$ cat src/rtl/core/binary_grid_majority_smooth_unit_defines.svh
// ----------------------------------------------------------------------------
// binary grid majority smooth unit - assertion macros
// shared concurrent assertion forms, clocked on clk, off while arst_n is low
// ----------------------------------------------------------------------------
`ifndef BINARY_GRID_MAJORITY_SMOOTH_UNIT_DEFINES_SVH
`define BINARY_GRID_MAJORITY_SMOOTH_UNIT_DEFINES_SVH

// property must hold at every edge out of reset
`define BGMS_ASSERT(label, prop, msg) \
	label: assert property (@(posedge clk) disable iff (!arst_n) prop) else $error(msg);

// condition must never be seen out of reset
`define BGMS_ASSERT_NEVER(label, cond, msg) \
	label: assert property (@(posedge clk) disable iff (!arst_n) !(cond)) else $error(msg);

`endif

$ cat src/rtl/core/bgms_pkg.sv
// ----------------------------------------------------------------------------
// bgms_pkg
// shared constants and types of the binary grid majority smooth unit
// ----------------------------------------------------------------------------
package bgms_pkg;

	localparam int unsigned MAX_WIDTH_DEF  = 32;
	localparam int unsigned WIDTH_BITS     = 6;
	localparam int unsigned HEIGHT_BITS    = 16;
	localparam int unsigned CFG_INDEX_BITS = 2;
	localparam int unsigned CFG_DATA_BITS  = 16;

	localparam logic [CFG_INDEX_BITS-1:0] REG_GRID_WIDTH  = 2'd0;
	localparam logic [CFG_INDEX_BITS-1:0] REG_GRID_HEIGHT = 2'd1;

	localparam logic [WIDTH_BITS-1:0]  WIDTH_RESET  = 6'd32;
	localparam logic [HEIGHT_BITS-1:0] HEIGHT_RESET = 16'd32;

	// which sides of the 3x3 neighborhood lie inside the grid
	typedef struct packed {
		logic top;
		logic bottom;
		logic left;
		logic right;
	} bound_mask_t;

endpackage

$ cat src/rtl/core/bgms_window.sv
// ----------------------------------------------------------------------------
// bgms_window
// two line delays, the 3x3 window registers and the majority vote
// ----------------------------------------------------------------------------
module bgms_window #(
	parameter int unsigned MAX_WIDTH = bgms_pkg::MAX_WIDTH_DEF
) (
	input  logic                            clk,
	input  logic                            adv,
	input  logic                            cell_bit,
	input  logic [bgms_pkg::WIDTH_BITS-1:0] width,
	input  bgms_pkg::bound_mask_t           mask,
	output logic                            wall
);

	localparam int unsigned IDX_W = (MAX_WIDTH > 1) ? $clog2(MAX_WIDTH) : 1;

	logic [MAX_WIDTH-1:0] line_mid_q;
	logic [MAX_WIDTH-1:0] line_top_q;
	logic [2:0]           win_t_q;
	logic [2:0]           win_m_q;
	logic [2:0]           win_b_q;

	logic [IDX_W-1:0] tap;
	logic             mid_in;
	logic             top_in;
	logic [2:0]       win_t_n;
	logic [2:0]       win_m_n;
	logic [2:0]       win_b_n;
	logic [8:0]       cells;
	logic [8:0]       en;
	logic [2:0]       row_en;
	logic [2:0]       col_en;
	logic [3:0]       walls;
	logic [3:0]       total;

	assign tap    = IDX_W'(width - 6'd1);
	assign mid_in = line_mid_q[tap];
	assign top_in = line_top_q[tap];

	// bit 2 newest column (c+1), bit 0 oldest (c-1)
	assign win_b_n = {cell_bit, win_b_q[2:1]};
	assign win_m_n = {mid_in, win_m_q[2:1]};
	assign win_t_n = {top_in, win_t_q[2:1]};

	always_ff @(posedge clk) begin
		if (adv) begin
			line_mid_q[0] <= cell_bit;
			line_top_q[0] <= mid_in;
			for (int i = 1; i < MAX_WIDTH; i++) begin
				line_mid_q[i] <= line_mid_q[i-1];
				line_top_q[i] <= line_top_q[i-1];
			end
			win_b_q <= win_b_n;
			win_m_q <= win_m_n;
			win_t_q <= win_t_n;
		end
	end

	always_comb begin
		row_en = {mask.top, 1'b1, mask.bottom};
		col_en = {mask.right, 1'b1, mask.left};
		cells  = {win_t_n, win_m_n, win_b_n};
		en     = {row_en[2] ? col_en : 3'b000,
		          row_en[1] ? col_en : 3'b000,
		          row_en[0] ? col_en : 3'b000};
		walls  = 4'($countones(cells & en));
		total  = 4'($countones(en));
		wall   = {walls, 1'b0} > {1'b0, total};
	end

endmodule

$ cat src/rtl/core/binary_grid_majority_smooth_unit.sv
// ----------------------------------------------------------------------------
// binary_grid_majority_smooth_unit
// one 3x3 majority smoothing pass over a raster stream of wall/floor cells
// ----------------------------------------------------------------------------
// channel  dir  handshake            payload
// s_*      in   s_tvalid/s_tready    tdata[0] cell_is_wall
// m_*      out  m_tvalid/m_tready    tdata[0] smoothed_is_wall, tlast run_last,
//                                    tuser[0] frame_last
// cfg_*    in   cfg_valid/cfg_ready  cfg_index register, cfg_data value
//
// one cell per clock while s_tready is high; a result leaves the clock after
// the cell that completes its neighborhood, width+1 cells behind the input
// (width clamped to 1..MAX_WIDTH); after the final cell of a frame the line
// delays take width+1 more zero cells to drain the last row, with s_tready low
// s_tready follows m_tready through the single output register
// arst_n clears counters and handshake state; line delays are not cleared
// ----------------------------------------------------------------------------
`include "binary_grid_majority_smooth_unit_defines.svh"

module binary_grid_majority_smooth_unit #(
	parameter int unsigned MAX_WIDTH = bgms_pkg::MAX_WIDTH_DEF
) (
	input  logic                                clk,
	input  logic                                arst_n,
	input  logic                                s_tvalid,
	output logic                                s_tready,
	input  logic [7:0]                          s_tdata,   // [0] cell_is_wall
	output logic                                m_tvalid,
	input  logic                                m_tready,
	output logic [7:0]                          m_tdata,   // [0] smoothed_is_wall
	output logic                                m_tlast,
	output logic [0:0]                          m_tuser,   // [0] frame_last
	input  logic                                cfg_valid,
	output logic                                cfg_ready,
	input  logic [bgms_pkg::CFG_INDEX_BITS-1:0] cfg_index,
	input  logic [bgms_pkg::CFG_DATA_BITS-1:0]  cfg_data
);

	localparam int unsigned LAG_W = $clog2(MAX_WIDTH + 2);
	localparam logic [bgms_pkg::WIDTH_BITS-1:0] MAX_W = bgms_pkg::WIDTH_BITS'(MAX_WIDTH);

	logic [bgms_pkg::WIDTH_BITS-1:0]  width_q;
	logic [bgms_pkg::HEIGHT_BITS-1:0] height_q;
	logic [bgms_pkg::WIDTH_BITS-1:0]  in_col_q;
	logic [bgms_pkg::HEIGHT_BITS-1:0] in_row_q;
	logic [bgms_pkg::WIDTH_BITS-1:0]  out_col_q;
	logic [bgms_pkg::HEIGHT_BITS-1:0] out_row_q;
	logic [LAG_W-1:0]                 lag_q;
	logic [LAG_W-1:0]                 flush_cnt_q;
	logic                             flush_q;
	logic                             out_valid_q;
	logic                             out_wall_q;
	logic                             out_run_last_q;
	logic                             out_frame_last_q;

	logic [bgms_pkg::WIDTH_BITS-1:0]  w_eff;
	logic [bgms_pkg::HEIGHT_BITS-1:0] h_eff;
	logic [LAG_W-1:0]                 lag_target;
	logic                             out_space;
	logic                             accept;
	logic                             adv;
	logic                             emit;
	logic                             last_in;
	logic                             frame_emit;
	logic                             run_last_n;
	logic                             cfg_hit;
	logic                             cell_bit;
	logic                             wall;
	bgms_pkg::bound_mask_t            mask;

	always_comb begin
		if (width_q == '0) begin
			w_eff = 6'd1;
		end else if (width_q > MAX_W) begin
			w_eff = MAX_W;
		end else begin
			w_eff = width_q;
		end
		h_eff = (height_q == '0) ? 16'd1 : height_q;
	end

	assign lag_target = LAG_W'({1'b0, w_eff} + 7'd1);
	assign out_space  = !out_valid_q || m_tready;
	assign s_tready   = !flush_q && out_space;
	assign accept     = s_tvalid && s_tready;
	assign adv        = accept || (flush_q && out_space);
	assign emit       = adv && (lag_q == lag_target);
	assign last_in    = (in_col_q >= w_eff - 6'd1) && (in_row_q >= h_eff - 16'd1);
	assign frame_emit = flush_q && (flush_cnt_q == LAG_W'(1));
	assign run_last_n = flush_q ? frame_emit : !last_in;
	assign cell_bit   = accept ? s_tdata[0] : 1'b0;
	assign cfg_ready  = 1'b1;
	assign cfg_hit    = cfg_valid && ((cfg_index == bgms_pkg::REG_GRID_WIDTH) ||
	                                  (cfg_index == bgms_pkg::REG_GRID_HEIGHT));

	always_comb begin
		mask.top    = (out_row_q != '0);
		mask.bottom = (out_row_q != h_eff - 16'd1);
		mask.left   = (out_col_q != '0);
		mask.right  = (out_col_q != w_eff - 6'd1);
	end

	bgms_window #(
		.MAX_WIDTH(MAX_WIDTH)
	) u_window (
		.clk     (clk),
		.adv     (adv),
		.cell_bit(cell_bit),
		.width   (w_eff),
		.mask    (mask),
		.wall    (wall)
	);

	// configuration registers
	always_ff @(posedge clk or negedge arst_n) begin
		if (!arst_n) begin
			width_q  <= bgms_pkg::WIDTH_RESET;
			height_q <= bgms_pkg::HEIGHT_RESET;
		end else if (cfg_valid) begin
			unique case (cfg_index)
				bgms_pkg::REG_GRID_WIDTH: begin
					width_q <= cfg_data[bgms_pkg::WIDTH_BITS-1:0];
				end
				bgms_pkg::REG_GRID_HEIGHT: begin
					height_q <= cfg_data;
				end
				default: begin
				end
			endcase
		end
	end

	// input position, fill lag and drain sequencing
	always_ff @(posedge clk or negedge arst_n) begin
		if (!arst_n) begin
			in_col_q    <= '0;
			in_row_q    <= '0;
			lag_q       <= '0;
			flush_q     <= 1'b0;
			flush_cnt_q <= '0;
		end else if (cfg_hit) begin
			in_col_q    <= '0;
			in_row_q    <= '0;
			lag_q       <= '0;
			flush_q     <= 1'b0;
			flush_cnt_q <= '0;
		end else if (adv) begin
			if (lag_q != lag_target) begin
				lag_q <= lag_q + LAG_W'(1);
			end
			if (flush_q) begin
				flush_cnt_q <= flush_cnt_q - LAG_W'(1);
				if (frame_emit) begin
					flush_q <= 1'b0;
					lag_q   <= '0;
				end
			end else if (last_in) begin
				in_col_q    <= '0;
				in_row_q    <= '0;
				flush_q     <= 1'b1;
				flush_cnt_q <= lag_target;
			end else if (in_col_q >= w_eff - 6'd1) begin
				in_col_q <= '0;
				in_row_q <= in_row_q + 16'd1;
			end else begin
				in_col_q <= in_col_q + 6'd1;
			end
		end
	end

	// position of the next result
	always_ff @(posedge clk or negedge arst_n) begin
		if (!arst_n) begin
			out_col_q <= '0;
			out_row_q <= '0;
		end else if (cfg_hit || (emit && frame_emit)) begin
			out_col_q <= '0;
			out_row_q <= '0;
		end else if (emit) begin
			if (out_col_q >= w_eff - 6'd1) begin
				out_col_q <= '0;
				out_row_q <= out_row_q + 16'd1;
			end else begin
				out_col_q <= out_col_q + 6'd1;
			end
		end
	end

	// output register
	always_ff @(posedge clk or negedge arst_n) begin
		if (!arst_n) begin
			out_valid_q <= 1'b0;
		end else if (emit) begin
			out_valid_q <= 1'b1;
		end else if (m_tready) begin
			out_valid_q <= 1'b0;
		end
	end

	always_ff @(posedge clk) begin
		if (emit) begin
			out_wall_q       <= wall;
			out_run_last_q   <= run_last_n;
			out_frame_last_q <= frame_emit;
		end
	end

	assign m_tvalid   = out_valid_q;
	assign m_tdata    = {7'd0, out_wall_q};
	assign m_tlast    = out_run_last_q;
	assign m_tuser[0] = out_frame_last_q;

	`BGMS_ASSERT_NEVER(a_no_input_in_drain, flush_q && s_tready, "input taken while draining")
	`BGMS_ASSERT_NEVER(a_no_overwrite, emit && out_valid_q && !m_tready, "held result overwritten")
	`BGMS_ASSERT(a_frame_wraps, (emit && frame_emit) |=> (out_row_q == '0 && out_col_q == '0), "result position not rewound after frame")
	`BGMS_ASSERT(a_lag_bound, lag_q <= lag_target, "fill lag beyond one row and one cell")
	`BGMS_ASSERT(a_drain_count, flush_q |-> (flush_cnt_q != '0 && flush_cnt_q <= lag_target), "drain count out of range")

endmodule

$ cat config.mk
export PLATFORM = sky130hd
export DESIGN_NAME = binary_grid_majority_smooth_unit
export DESIGN_NICKNAME = d
export VERILOG_FILES = /design/src/rtl/core/bgms_pkg.sv /design/src/rtl/core/bgms_window.sv /design/src/rtl/core/binary_grid_majority_smooth_unit.sv
export VERILOG_INCLUDE_DIRS = /design/src /design/src/rtl/core
export SDC_FILE = /design/constraint.sdc
export NUM_CORES = 1
export LEC_CHECK = 0
export ABC_CLOCK_PERIOD_IN_PS = 7350
export BUFFER_PORTS_ARGS = -buffer_cell sky130_fd_sc_hd__buf_2
export CORE_MARGIN = 2
export CORE_UTILIZATION = 58
export CTS_BUF_LIST = sky130_fd_sc_hd__clkbuf_8
export DETAILED_ROUTE_END_ITERATION = 7
export GPL_TIMING_DRIVEN = 0
export PLACE_DENSITY = 0.78
export SLEW_MARGIN = 30
export SYNTH_ARGS = -nofsm -noshare
export SYNTH_HDL_FRONTEND = slang
export SYNTH_HIERARCHICAL = 1
export SYNTH_SLANG_ARGS = --single-unit
$ cat constraint.sdc
create_clock -name clk -period 7.35 [get_ports clk]
set_clock_uncertainty 0.2 [all_clocks]
set_input_delay 0 -clock clk [delete_from_list [all_inputs] [get_ports clk]]
set_output_delay 0 -clock clk [all_outputs]
set_load 0.05 [all_outputs]
==> out/qor.txt <==
Count of standard-cell rows -> 45
Number of top-level design ports -> 44
CP dominant cell by count -> sky130_fd_sc_hd__fa_1
Most Used Layer, Global Route -> met2
Port Buf Inserts -> 28
Global placer's final weighted congestion -> 0.864
Initial standard-cell utilization of the core -> 0.594
Post-Synthesis Cell Area -> 0.00903 sq mm
Cell type group with the largest total delay on the critical path -> adder cells
Via-per-instance ratio -> 6.19
Total Routed Length -> 21,000 um
Met2 track demand over resource -> 0.426
Clock Sinks -> 149
Setup repair after global routing missed its margin -> true
DRT iter0 DRCs -> 558
Cell with the biggest individual delay on the critical path -> sky130_fd_sc_hd__or4_4
Global-route total usage across every layer -> 0.264
Root Buffer Master -> sky130_fd_sc_hd__clkbuf_8
Floorplan die height -> 129 um
Average routed wire per standard cell -> 18.3 um
Launch point of the worst path -> height_q[0]
Startpoint of the most critical register-to-register path -> height_q[0]
Worst setup path endpoint -> out_wall_q
Core region area -> 0.0152 sq mm
Fmax -> 137 MHz
Final antenna-violating net count -> 0
Number of global-route vias before repair -> 6,937
ANT cells -> 0
Critical path buffer and inverter count -> 5
Count of maximum capacitance violations -> 0
Worst-case headroom to the max-slew limit -> 0.411
Placed Cells -> 1,069
Number of vias after detailed routing -> 7,106
Global-route wire length before repair -> 34,500 um
Data required, critical path -> 7360 ps
Lkg Pwr -> 4.31 nW
Number of remaining DRC errors -> 0
Fraction of layout instances using a drive strength above 1 -> 0.193
Internal reg-to-reg setup slack -> 30 ps
Clock transition at the registers of the reported paths -> 100 ps
Met3 layer usage reported by global route -> 0.0549
Clock Latency Late Sink -> 460 ps
Placed Area -> 0.00952 sq mm
Endpoints failing hold -> 0
CP Launch Type -> flip-flop
Number of nets in the final layout -> 1,036
Result of the run -> finished clean
Die extent in x -> 129 um
Area growth from synthesis to final layout -> 15.8%
Clock tree from TritonCTS -> done
Count of filler cells inserted in the layout -> 1,112
Pre-CTS WS -> -432 ps
Worst Path Max Fanout -> 6
Delay of the slowest critical-path stage -> 590 ps
Worst IR Drop VDD -> 0.000197 V
Endpoint type of the worst setup path -> flip-flop
Avg Inst Size Synth -> 10.7 sq um
Final clock period utilization by the worst path -> 0.996
Number of buffers between clock root and the deepest sink -> 2
Final Max Slew Viols -> 0
Initial antenna violation count -> 0
Logic depth of the worst setup path including buffers -> 26
Min Tclk post-route -> 7320 ps
Largest net degree at the start of global routing -> 76
First-pass detailed-route iteration total -> 5
Data arrival time of the critical path -> 7330 ps
Post-route design area -> 0.0105 sq mm
Die Area -> 0.0166 sq mm
Worst setup slack after layout -> 29.8 ps
Aggregate global routing overflow -> 0
Length in cells of the worst reg-to-reg path -> 26
Destination of the worst register-to-register timing path -> out_wall_q
Final setup viols -> 0
Hold Slack -> 99.5 ps
Yosys warnings -> 6
Critical path class -> flip-flop to flip-flop
Total number of H-tree levels -> 4
Power density relative to cell area -> 303 mW/mm^2
Met1 Use GR -> 0.356
Synth Instances -> 844
Final HPWL DP -> 14,400 um
Number of buffers inserted during clock tree synthesis -> 17
Non-filler instance count after layout -> 1,148
Worst hold path class -> input port to flip-flop
Slew of the pin with the lowest slew margin -> 883 ps
state kept, by name (all words and copies together), names as in the netlist, 16 cells and up:
signal and flops:
in_row_q 16, u_window/line_top_q 32, out_row_q 16, u_window/line_mid_q 32, height_q 16
worst min-delay path by stage:
stage / startpoint / to / slack [ps] / depth (start not counted)
floorplan: arst_n / flush_cnt_q[0] / -500 / 0
detailed placement: arst_n / in_row_q[13] / -280 / 1
finish: cfg_data[9] / height_q[9] / 100 / 3
CTS: cfg_data[9] / height_q[9] / 80 / 3
global route: cfg_data[9] / height_q[9] / 90 / 3
global placement: cfg_data[12] / height_q[12] / 30 / 2
repair_timing:
| item | CTS | global route |
|---|---|---|
| endpoints found under the setup margin | 1 | 1 |
| pin swaps | 20 | 13 |
| endpoints found under the hold margin | 109 | 0 |
| hold buffers | 30 | 0 |
| resized for setup | 12 | 9 |
| setup buffers | 12 | 8 |
final cells by class:
type                       instances  area, sq um  area share
buffer                            41          231      0.0221
clock buffer                      17          234      0.0224
clock inverter                    15          178      0.0170
inverter                          39          151      0.0145
multi-input combinational        620         4710       0.451
sequential                       149         4080       0.390
tap                              188          235      0.0225
timing repair buffer              79          638      0.0610
power by group:
group	total, mW	switching (mW)	internal (mW)
Sequential	1.13	0.119	1.01
Clock	0.646	0.384	0.262
Combinational	1.39	0.731	0.661
cell usage in the layout, fill, tap and decap left out, types with 12 or more instances in the layout:
cell                            instances
sky130_fd_sc_hd__xnor2_1               20
sky130_fd_sc_hd__inv_1                 36
sky130_fd_sc_hd__nand2b_1              23
sky130_fd_sc_hd__mux4_2                16
sky130_fd_sc_hd__nor3_1                22
sky130_fd_sc_hd__edfxtp_1              69
sky130_fd_sc_hd__dfrtp_1               74
sky130_fd_sc_hd__nand2_1               59
sky130_fd_sc_hd__clkbuf_1              22
sky130_fd_sc_hd__buf_4                 29
sky130_fd_sc_hd__xor2_1                12
sky130_fd_sc_hd__nor2_1                47
sky130_fd_sc_hd__dlygate4sd3_1         29
sky130_fd_sc_hd__mux2_2                21
sky130_fd_sc_hd__and3_1                13
sky130_fd_sc_hd__buf_2                 29
sky130_fd_sc_hd__o21ai_0               43
sky130_fd_sc_hd__nand3_1               46
sky130_fd_sc_hd__a21oi_1               33
sky130_fd_sc_hd__or3_1                 18
sky130_fd_sc_hd__ha_1                  48
sky130_fd_sc_hd__clkbuf_8              19
layer usage:
metal | part of all wire | vias to the layer above
met2 | 0.48 | 220
met1 | 0.44 | 3510
met5 | 0 | -
met4 | 0.021 | 0
li1 | - | 3337
met3 | 0.055 | 39
stage by stage:
step | util | power [mW] | setup TNS (ps)
after global placement | 0.623 | 2.39 | -734
final | 0.688 | 3.17 | 0
after CTS | 0.681 | 3.13 | -161
after global routing | 0.688 | 3.42 | -226
after detailed placement | 0.626 | 2.44 | -432
after floorplan | - | 2.13 | 0
worst reg2reg max path: cells and delay by family, from the launching register on:
family	cells	cell delay (ps)
fa+ha+maj	7	2810
simple gates	9	2450
buf+inv	5	450
flops	1	430
xor+xnor	2	380
compound gates	3	360
No activity file was read; power rests on OpenSTA's default activity.
